<file path="src/design/ppc_pkg.sv">
// Shared types, constants and CORDIC angle table for the polar pose controller.
// No dependencies.
package ppc_pkg;

  localparam int unsigned MAX_SPEED_DEF     = 65536;
  localparam int unsigned CORDIC_STAGES_DEF = 16;
  localparam int unsigned XW                = 36;
  localparam int unsigned CFG_IW            = 4;
  localparam logic [29:0] CORDIC_K_Q30      = 30'd652032874;
  localparam logic signed [15:0] QUARTER_TURN = 16'sd16384;
  localparam logic signed [31:0] SIXTH_TURN   = 32'sd10923;

  typedef enum logic [CFG_IW-1:0] {
    CFG_GOAL_X       = 4'd0,
    CFG_GOAL_Y       = 4'd1,
    CFG_GOAL_HEADING = 4'd2,
    CFG_DIST_TOL     = 4'd3,
    CFG_HEAD_TOL     = 4'd4,
    CFG_SPEED_GAIN   = 4'd5,
    CFG_BEARING_GAIN = 4'd6,
    CFG_FINAL_GAIN   = 4'd7
  } cfg_idx_t;

  typedef struct packed {
    logic signed [31:0] pos_x;
    logic signed [31:0] pos_y;
    logic signed [15:0] heading;
  } in_item_t;

  typedef struct packed {
    logic               done_res;
    logic [30:0]        speed;
    logic signed [31:0] turn_rate;
  } out_item_t;

  typedef struct packed {
    logic signed [31:0] goal_x;
    logic signed [31:0] goal_y;
    logic signed [15:0] goal_heading;
    logic [30:0]        distance_tolerance;
    logic [15:0]        heading_tolerance;
    logic [15:0]        speed_gain;
    logic [15:0]        bearing_gain;
    logic signed [15:0] final_angle_gain;
  } cfg_t;

  typedef struct packed {
    logic signed [33:0] x;
    logic signed [33:0] y;
    logic               neg;
    logic               zero;
    logic               hd_ok;
    logic signed [15:0] hd;
  } q_item_t;

  localparam logic [31:0] ATAN_TAB [32] = '{
    32'h20000000, 32'h12E4051E, 32'h09FB385B, 32'h051111D4,
    32'h028B0D43, 32'h0145D7E1, 32'h00A2F61E, 32'h00517C55,
    32'h0028BE53, 32'h00145F2F, 32'h000A2F98, 32'h000517CC,
    32'h00028BE6, 32'h000145F3, 32'h0000A2FA, 32'h0000517D,
    32'h000028BE, 32'h0000145F, 32'h00000A30, 32'h00000518,
    32'h0000028C, 32'h00000146, 32'h000000A3, 32'h00000051,
    32'h00000029, 32'h00000014, 32'h0000000A, 32'h00000005,
    32'h00000003, 32'h00000001, 32'h00000001, 32'h00000000
  };

endpackage

</file>
<file path="src/design/ppc_queue.sv">
// Two-entry request queue between front and back end.
// Depends on ppc_pkg.
module ppc_queue (
  input  logic             clk,
  input  logic             rst_n,
  input  logic             push,
  input  ppc_pkg::q_item_t push_data,
  input  logic             pop,
  output ppc_pkg::q_item_t pop_data,
  output logic             empty,
  output logic             full
);
  import ppc_pkg::*;

  q_item_t mem [2];
  logic       wptr_r, rptr_r;
  logic [1:0] count_r;

  always_ff @(posedge clk) begin
    if (push) mem[wptr_r] <= push_data;
  end

  always_ff @(posedge clk) begin
    if (!rst_n) begin
      wptr_r  <= 1'b0;
      rptr_r  <= 1'b0;
      count_r <= '0;
    end else begin
      if (push) wptr_r <= ~wptr_r;
      if (pop)  rptr_r <= ~rptr_r;
      count_r <= count_r + 2'(push) - 2'(pop);
    end
  end

  assign pop_data = mem[rptr_r];
  assign empty    = (count_r == 2'd0);
  assign full     = (count_r == 2'd2);

endmodule

</file>
<file path="config.mk">
export PLATFORM = sky130hd
export DESIGN_NAME = ppc_queue
export DESIGN_NICKNAME = d
export VERILOG_FILES = /design/src/design/ppc_pkg.sv /design/src/design/ppc_queue.sv
export SDC_FILE = /design/constraint.sdc
export NUM_CORES = 1
export LEC_CHECK = 0
export CAP_MARGIN = 20
export CORE_ASPECT_RATIO = 1.5
export CORE_MARGIN = 10
export CORE_UTILIZATION = 30
export CTS_CLUSTER_SIZE = 16
export DETAILED_ROUTE_END_ITERATION = 7
export DONT_BUFFER_PORTS = 1
export PLACE_DENSITY = 0.47
export SETUP_SLACK_MARGIN = 0.15
export SLEW_MARGIN = 20
export SYNTH_ARGS = -nofsm -noshare
export SYNTH_HDL_FRONTEND = slang
export SYNTH_SLANG_ARGS = --single-unit
</file>
<file path="constraint.sdc">
create_clock -name clk -period 5.3 [get_ports clk]
set_input_delay 0.265 -clock clk [delete_from_list [all_inputs] [get_ports clk]]
set_output_delay 0.265 -clock clk [all_outputs]
set_load 0.005 [all_outputs]
</file>
==> impl_metrics.yaml <==
floorplanning:
  die-area_mm2: 0.0285
  start_util: 0.305
  ios: 180
  die_h_um: 202
  core-area_mm2: 0.0217
  die_w_um: 141
  row_count: 66
worst_setup_path:
  critical_path_class: "register to output port"
  crit_path_start_kind: "register"
  cp_slowest_cell: "dfxtp_4"
  worstPathArrival_ps: 2340
  slowest_delay_ps: 920
  critPathRequiredTime_ps: 5040
  cp-end-kind: "output port"
  worstPathCellList: "buf_4 -> mux2_2"
  path_max_fanout: 55
synthesis:
  seq_area_frac_synth: 0.804
  yosys-top-cells-area: "edfxtp_1 79%, mux2_2 9.7%, mux2_4 6.8%"
  ys_ff_latch: 179
  yosys.area.top_type_share: 0.789
  synth_edf_count: 174
  yosysMostFrequentCell: "edfxtp_1"
  yosys_most_used_dff: "edfxtp_1"
  synth_nets: 385
  synthTopCellsByCount: "174 x edfxtp_1, 57 x mux2_2, 30 x mux2_4"
  ys_warn_count: 0
  syn-instance-count: 292
  synthArstFlopShare: 0
  yosys.area.top_type: "edfxtp_1"
  synthDistinctLibCells: 14
  syn_avg_cell_area_um2: 22.7
  syn_area_mm2: 0.00662
run:
  max_cap_violations: 0
clock_tree:
  ctsRootBufferMaster: "clkbuf_16"
  cts_buffers: 17
  cts_tree: "done"
  cts_setup_buffers: 0
  clk_latency_ps: 430
  cts_buffer_depth: 2
  clock-sinks: 179
  path_clk_slew_ps: 70
  h-tree-depth: 4
worst_hold_path:
  hp-class: "input port to register"
placement:
  gp_congestion: 0.683
  place_inst: 558
  io_buffers: 0
  dpl_cell_area_mm2: 0.00693
power:
  p_switching_uw: 697
  clkPwrFrac: 0.399
  combPwrFrac: 0.081
  power.leakage_nw: 2.86
  cellInternalPower_mw: 2.53
  p_sw_frac: 0.216
  max-vdd-ir-drop_uv: 256
  power_mw: 3.22
  seqPwrFrac: 0.519
  powerDensity_mw_per_mm2: 383
detailed_routing:
  wl_per_cell_um: 20.4
  vias_per_cell: 4.39
  dr.pass1.iters: 4
  vias: 2979
  antenna_left: 0
  drc: 0
  drt_iter0_drc: 145
  drt_wl_total_mm: 13.9
global_routing:
  gr-total-overflow: 0
  grtUsageTotal: 0.0988
  grt_pass1_wl_mm: 20.9
  antenna_found_initial: 0
  grt_max_degree: 56
  grt_pass1_vias: 3416
cells_and_area:
  stdcell_count: 678
  regArea_mm2: 0.00533
  n_fill_cell: 1962
  syn2layout_area_growth_pct: 27.0
  final_nets: 486
  drive_gt1_frac: 0.310
  post-route-cell-area_mm2: 0.00841
  insertedDiodeCount: 0
  multi_input_area_mm2: 0.00122
timing:
  min_period_ps: 2600
  clock.fmax_mhz: 385
  max_slew_margin: 0.403
  finalCritPeriodShare: 0.491
  finalSetupViolCount: 0
  rsz0062_at_grt: "no"
  finalMaxSlewViolations: 0
  final_hold_viol_count: 0
  tightestPinTransition_ps: 896
  fin_setup_tns_ps: 0
  whs_ps: 53.4
  skew_ps: 7.43
status:
  status: "finished clean"
## per-layer routing
layer,vias up,track usage,wire [um]
li1,1349,-,-
met1,1511,0.0900,4450
met2,101,0.177,7920
met3,18,0.0462,1210
met4,0,0.0514,270
met5,-,0,0
## cells in the final DEF (no fill, tap or decap)
cell type / instances
edfxtp_1: 174
dlygate4sd3_1: 88
nor2_1: 1
dfxtp_4: 1
clkinv_2: 3
xor2_1: 1
inv_1: 2
clkinvlp_4: 3
dfxtp_1: 4
and2_1: 3
mux2_2: 57
xnor3_1: 1
and2_4: 1
ha_1: 2
mux2_4: 30
bufinv_16: 3
clkinv_4: 2
o21a_1: 1
nor2b_1: 3
nor2b_4: 1
inv_6: 4
buf_4: 4
clkbuf_16: 17
## flip-flops by register name, summed over array words and instances (netlist names), named ones only
name	flops
mem	174
rptr_r	1
count_r	2
wptr_r	1
## area by class of cell
type	instances	share of cell area
flip-flops and latches	179	0.633
multi-input cells	101	0.145
repair buffers	92	0.108
clock buffers	17	0.0506
well taps	272	0.0405
clock inverters	15	0.0214
inverters	2	0.000892
## final timing paths
| path | to | from | slack [ps] | depth (start not counted) |
|---|---|---|---|---|
| max reg2reg | mem[1][9] | wptr_r | 3280 | 2 |
| min reg2reg | register | rptr_r | 580 | 2 |
| min | wptr_r | push | 50 | 2 |
| max | pop_data[36] | register | 2700 | 2 |
## critical path: cells and delay by family, from the launching register on
kind	cells	cell delay, ps
buffers and inverters	1	530
DFF	1	920
muxes	1	420
## cells by family after synthesis
group	share of synthesized area
buffers and inverters	0.0134
XOR/XNOR	0.00472
flip-flops	0.804
multiplexers	0.165
adder cells (fa/ha/maj)	0.00378
AND/OR/NAND/NOR	0.00812
AO/OA/AOI/OAI	0.00113
## power by group through the flow
stage / clock network, mW / logic, mW / registers [mW]
after detailed placement: 0 / 0.207 / 1.71
final: 1.29 / 0.262 / 1.67
after global placement: 0 / 0.203 / 1.71
after CTS: 1.34 / 0.272 / 1.68
after floorplan: 0 / 0.180 / 1.69
after global routing: 1.41 / 0.285 / 1.68
## per-stage QoR
step                       util  worst slack (ps)
after floorplan               -               579
after CTS                 0.387              2570
after global placement    0.319              3130
after global routing      0.387              2520
final                     0.387              2700
after detailed placement  0.319              3080
## repair_timing
action / 4_1_cts / 5_1_grt
gates resized for setup: 0 / 0
hold endpoints to repair: 179 / 0
hold buffers: 88 / 0
No activity file was read; power rests on OpenSTA's default activity.
