### src/design/ppc_pkg.sv
// Shared types, constants and CORDIC angle table for the polar pose controller.
// No dependencies.
package ppc_pkg;

  localparam int unsigned MAX_SPEED_DEF     = 65536;
  localparam int unsigned CORDIC_STAGES_DEF = 16;
  localparam int unsigned XW                = 36;
  localparam int unsigned CFG_IW            = 4;
  localparam logic [29:0] CORDIC_K_Q30      = 30'd652032874;
  localparam logic signed [15:0] QUARTER_TURN = 16'sd16384;
  localparam logic signed [31:0] SIXTH_TURN   = 32'sd10923;

  typedef enum logic [CFG_IW-1:0] {
    CFG_GOAL_X       = 4'd0,
    CFG_GOAL_Y       = 4'd1,
    CFG_GOAL_HEADING = 4'd2,
    CFG_DIST_TOL     = 4'd3,
    CFG_HEAD_TOL     = 4'd4,
    CFG_SPEED_GAIN   = 4'd5,
    CFG_BEARING_GAIN = 4'd6,
    CFG_FINAL_GAIN   = 4'd7
  } cfg_idx_t;

  typedef struct packed {
    logic signed [31:0] pos_x;
    logic signed [31:0] pos_y;
    logic signed [15:0] heading;
  } in_item_t;

  typedef struct packed {
    logic               done_res;
    logic [30:0]        speed;
    logic signed [31:0] turn_rate;
  } out_item_t;

  typedef struct packed {
    logic signed [31:0] goal_x;
    logic signed [31:0] goal_y;
    logic signed [15:0] goal_heading;
    logic [30:0]        distance_tolerance;
    logic [15:0]        heading_tolerance;
    logic [15:0]        speed_gain;
    logic [15:0]        bearing_gain;
    logic signed [15:0] final_angle_gain;
  } cfg_t;

  typedef struct packed {
    logic signed [33:0] x;
    logic signed [33:0] y;
    logic               neg;
    logic               zero;
    logic               hd_ok;
    logic signed [15:0] hd;
  } q_item_t;

  localparam logic [31:0] ATAN_TAB [32] = '{
    32'h20000000, 32'h12E4051E, 32'h09FB385B, 32'h051111D4,
    32'h028B0D43, 32'h0145D7E1, 32'h00A2F61E, 32'h00517C55,
    32'h0028BE53, 32'h00145F2F, 32'h000A2F98, 32'h000517CC,
    32'h00028BE6, 32'h000145F3, 32'h0000A2FA, 32'h0000517D,
    32'h000028BE, 32'h0000145F, 32'h00000A30, 32'h00000518,
    32'h0000028C, 32'h00000146, 32'h000000A3, 32'h00000051,
    32'h00000029, 32'h00000014, 32'h0000000A, 32'h00000005,
    32'h00000003, 32'h00000001, 32'h00000001, 32'h00000000
  };

endpackage

### src/design/ppc_front.sv
// Front end: configuration registers, goal difference and heading-error check.
// Depends on ppc_pkg.
module ppc_front (
  input  logic              clk,
  input  logic              rst_n,
  input  logic              cfg_valid,
  input  logic [ppc_pkg::CFG_IW-1:0] cfg_index,
  input  logic [31:0]       cfg_data,
  input  ppc_pkg::in_item_t in_data,
  output ppc_pkg::cfg_t     cfg,
  output ppc_pkg::q_item_t  item
);
  import ppc_pkg::*;

  cfg_t cfg_r;
  logic signed [32:0] dx, dy;
  logic signed [33:0] dx_e, dy_e;
  logic signed [15:0] herr;
  logic [16:0]        herr_abs;

  always_ff @(posedge clk) begin
    if (!rst_n) begin
      cfg_r.goal_x             <= '0;
      cfg_r.goal_y             <= '0;
      cfg_r.goal_heading       <= '0;
      cfg_r.distance_tolerance <= 31'd6554;
      cfg_r.heading_tolerance  <= 16'd910;
      cfg_r.speed_gain         <= 16'd256;
      cfg_r.bearing_gain       <= 16'd512;
      cfg_r.final_angle_gain   <= -16'sd256;
    end else if (cfg_valid) begin
      case (cfg_index)
        CFG_GOAL_X:       cfg_r.goal_x             <= cfg_data;
        CFG_GOAL_Y:       cfg_r.goal_y             <= cfg_data;
        CFG_GOAL_HEADING: cfg_r.goal_heading       <= cfg_data[15:0];
        CFG_DIST_TOL:     cfg_r.distance_tolerance <= cfg_data[30:0];
        CFG_HEAD_TOL:     cfg_r.heading_tolerance  <= cfg_data[15:0];
        CFG_SPEED_GAIN:   cfg_r.speed_gain         <= cfg_data[15:0];
        CFG_BEARING_GAIN: cfg_r.bearing_gain       <= cfg_data[15:0];
        CFG_FINAL_GAIN:   cfg_r.final_angle_gain   <= cfg_data[15:0];
        default: ;
      endcase
    end
  end

  assign cfg = cfg_r;

  always_comb begin
    dx = 33'(cfg_r.goal_x) - 33'(in_data.pos_x);
    dy = 33'(cfg_r.goal_y) - 33'(in_data.pos_y);
    dx_e = 34'(dx);
    dy_e = 34'(dy);
    herr = cfg_r.goal_heading - in_data.heading;
    herr_abs = herr[15] ? 17'(-(17'(herr))) : {1'b0, herr};
    item.neg   = dx[32];
    item.x     = dx[32] ? -dx_e : dx_e;
    item.y     = dx[32] ? -dy_e : dy_e;
    item.zero  = (dx == '0) && (dy == '0);
    item.hd_ok = herr_abs < {1'b0, cfg_r.heading_tolerance};
    item.hd    = in_data.heading;
  end

endmodule

### config.mk
export PLATFORM = sky130hd
export DESIGN_NAME = ppc_front
export DESIGN_NICKNAME = d
export VERILOG_FILES = /design/src/design/ppc_pkg.sv /design/src/design/ppc_front.sv
export SDC_FILE = /design/constraint.sdc
export NUM_CORES = 1
export LEC_CHECK = 0
export BUFFER_PORTS_ARGS = -buffer_cell sky130_fd_sc_hd__clkbuf_2
export CAP_MARGIN = 0
export CORE_UTILIZATION = 58
export DETAILED_ROUTE_END_ITERATION = 8
export PLACE_DENSITY_LB_ADDON = 0.05
export RECOVER_POWER = 50
export SETUP_SLACK_MARGIN = 0.4
export SLEW_MARGIN = 10
export SYNTH_ARGS = -nofsm -noshare
export SYNTH_HDL_FRONTEND = slang
export SYNTH_SLANG_ARGS = --single-unit
### constraint.sdc
create_clock -name clk -period 8.3 [get_ports clk]
set_clock_uncertainty 0.15 [all_clocks]
set_input_delay 0.415 -clock clk [delete_from_list [all_inputs] [get_ports clk]]
set_output_delay 0.415 -clock clk [all_outputs]
set_load 0.01 [all_outputs]
==> impl_metrics.ini <==
[timing]
max-slew-margin-rel = -2.425
whs_ns = 0.1044
setup-violations-final = 0
finalCriticalPeriod_ns = 5.939
slew_viol_final = 142
timing_hold_violations_final = 0
layout_setup_ws_ns = 2.361
worst_pin_slew_ns = 5.137
fmax_ghz = 0.1684
setup_total_negative_slack_ns = 0
rsz_0062_raised_after_global_routing = no
post-route-period-util = 0.7155

[synthesis]
synth_cells = 1793
synth.net_count = 2013
postSynthAreaPerCell_um2 = 7.398
ys_seq_elements = 175
dominant_register_cell_in_the_synthesized_netlist = dfxtp_1
netlist_area_um2 = 13260
ys_warn_count = 0
post_synth_num_cell_types = 78
yosysSeqAreaShare = 0.2641
synthArstFlopShare = 0
synth-edff-count = 0

[floorplan]
fp.dieArea_um2 = 23480
die_y_um = 153.2
floorplan.rows = 54
io_pins = 381
floorplan.initialDensity = 0.6004
die_w_um = 153.2
core-area_um2 = 22090

[run]
cap_viol_max_count = 1

[pwr]
power.density_cell_area_nw_per_um2 = 142.6
report.power.total_uw = 2214
power_leakage_uw = 0.006777
vdd.ir_drop.worst_uv = 150.6

[worst_hold_path]
timing.hold.worst.class = input pin to flip-flop

[worst_setup_path]
timing.setup.critical_path_class = flip-flop to output pin
critPathRequiredTime_ns = 7.74
cp_data_arrival_time_ns = 5.37
critical_path.endpoint_type = output pin
crit_path_max_fanout = 15
worstSetupStartpointType = flip-flop

[placed_design]
io_buffer_count = 379
hpwl_um = 33140
worst_setup_timing_slack_at_the_placement_stage_ns = 2.658
gp_congestion = 0.9489

[global_routing]
via_count_of_the_first_global_routing_pass = 12835
largest_net_degree_at_the_start_of_global_routing = 142
global_route.overflow_total = 0
grt_util_all_layers = 0.3598
grt_antenna_before_repair = 0
grt_pass1_wl_um = 67130

[drt]
drtPass1Iterations = 5
wl_um = 43070
remaining_drc_errors = 0
via_count = 13809
routed_via_density = 5.783
wire_per_inst_um = 18.03
antenna_violating_nets_post_route = 0
drt_iter0_markers = 930

[clocking]
cts.repair_timing.setup_buffer_count = 0
clkSinkCount = 175
cts_root_buf = clkbuf_16
htreeDepth = 4
tritoncts = built
path_clk_slew_ns = 0.08
clk-insertion-delay-late_ns = 0.44
ctsHoldBuffers = 0
cts-root-to-sink-buffers = 2
post_cts_resized = 0
numCtsBuffers = 17

[final_layout]
mostFrequentLayoutCell = nand2_1
antenna_diode_instance_count = 0
layout.nets = 2315
layout-area-overhead-vs-synth_pct = 17.03
flip_flop_count_of_the_largest_register_after_layout = 175
final_core_util = 0.7026
most-common-layout-cells = nand2_1, clkbuf_1, clkbuf_2, dfxtp_1, a21boi_0
drive_above_1_share = 0.1191

[status]
failed_checks = max-capacitance violations, max-slew violations
status = complete, but fails checks
==> through the flow <==
step / area [um2] / instances
2_1_floorplan: 13260 / 1793
3_3_place_gp: 15150 / 2356
3_5_place_dp: 15150 / 2356
4_1_cts: 15780 / 2388
5_1_grt: 15520 / 2388
6_report: 15520 / 2388
==> cell families (layout without fill, tap and decap cells) <==
family | Yosys count | after routing | share of synthesized area
muxes | 20 | 20 | 0.01519
adders and majority gates | 101 | 101 | 0.09697
other | 1 | 1 | 0.0002827
and+or+nand+nor | 678 | 678 | 0.2315
AOI/OAI and AO/OA | 452 | 452 | 0.2331
DFF | 175 | 175 | 0.2641
xor gates and xnor gates | 133 | 133 | 0.08782
buffers and inverters | 233 | 548 | 0.07103
==> Yosys cell counts, drive strengths merged (17+ instances only) <==
cell type | number | area, um2
nand2 | 397 | 1490
dfxtp | 175 | 3503
a21boi | 142 | 1066
inv | 125 | 469.2
ha | 98 | 1226
nor2 | 86 | 322.8
clkbuf | 85 | 320.3
a21oi | 82 | 410.4
xnor2 | 81 | 709.4
o21ai | 68 | 340.3
xor2 | 52 | 455.4
nand3 | 34 | 170.2
nor2b | 31 | 193.9
o21a | 28 | 210.2
buf | 23 | 152.6
a21o | 22 | 165.2
nor3 | 20 | 100.1
mux2i | 19 | 190.2
o31ai | 17 | 132.6
==> where the power goes <==
group / switching [uW] / total [uW] / internal, uW / leakage (uW)
clock: 430 / 847 / 417 / 0.000299
sequential: 9.40 / 860 / 851 / 0.00141
combinational: 303 / 507 / 204 / 0.00506
total: 742 / 2210 / 1470 / 0.00678
==> routing by layer <==
metal	global-route usage	wire, um	share of wire	vias up
met5	0	0	0	-
met4	0.2001	2242	0.052	0
met3	0.06294	3134	0.073	116
met2	0.6149	20480	0.48	568
met1	0.4268	17210	0.40	6404
li1	-	-	-	6721
==> area by class of cell <==
type,count,area [um2]
multi-input combinational,1385,8830
inverter,125,469.2
clock inverter,15,205.2
timing repair buffer,391,1739
fill,2036,6571
tap,280,350.3
sequential,175,3503
clock buffer,17,425.4
==> worst max-delay path: stages, from the launching register on <==
cell and delay, ns:
dfxtp_1 0.40, ha_1 0.25, nor2b_1 0.13, o21ai_0 0.19
a21oi_1 0.16, o311ai_0 0.46, a31oi_1 0.21, a21o_1 0.22
a21oi_1 0.19, xnor2_1 0.16, buf_4 0.23, mux2_2 0.35
ha_1 0.26, a21boi_0 0.13, o21a_1 0.18, o21a_1 0.17
o21a_1 0.17, o21a_1 0.18, o21a_1 0.16, o21a_1 0.16
o21ai_0 0.14, a21oi_1 0.10, o22ai_1 0.16, clkbuf_2 0.17
==> path summary, 6_finish.rpt <==
| kind | start | end | slack [ns] | cells past startpoint |
|---|---|---|---|---|
| max reg2reg | cfg[50] | cfg[50] | 7.30 | 2 |
| min reg2reg | cfg[93] | cfg[93] | 0.32 | 2 |
| max | cfg[96] | item[16] | 2.36 | 23 |
| min | cfg_data[31] | cfg[142] | 0.10 | 3 |
Note: power is estimated with default switching activity, not from simulation.
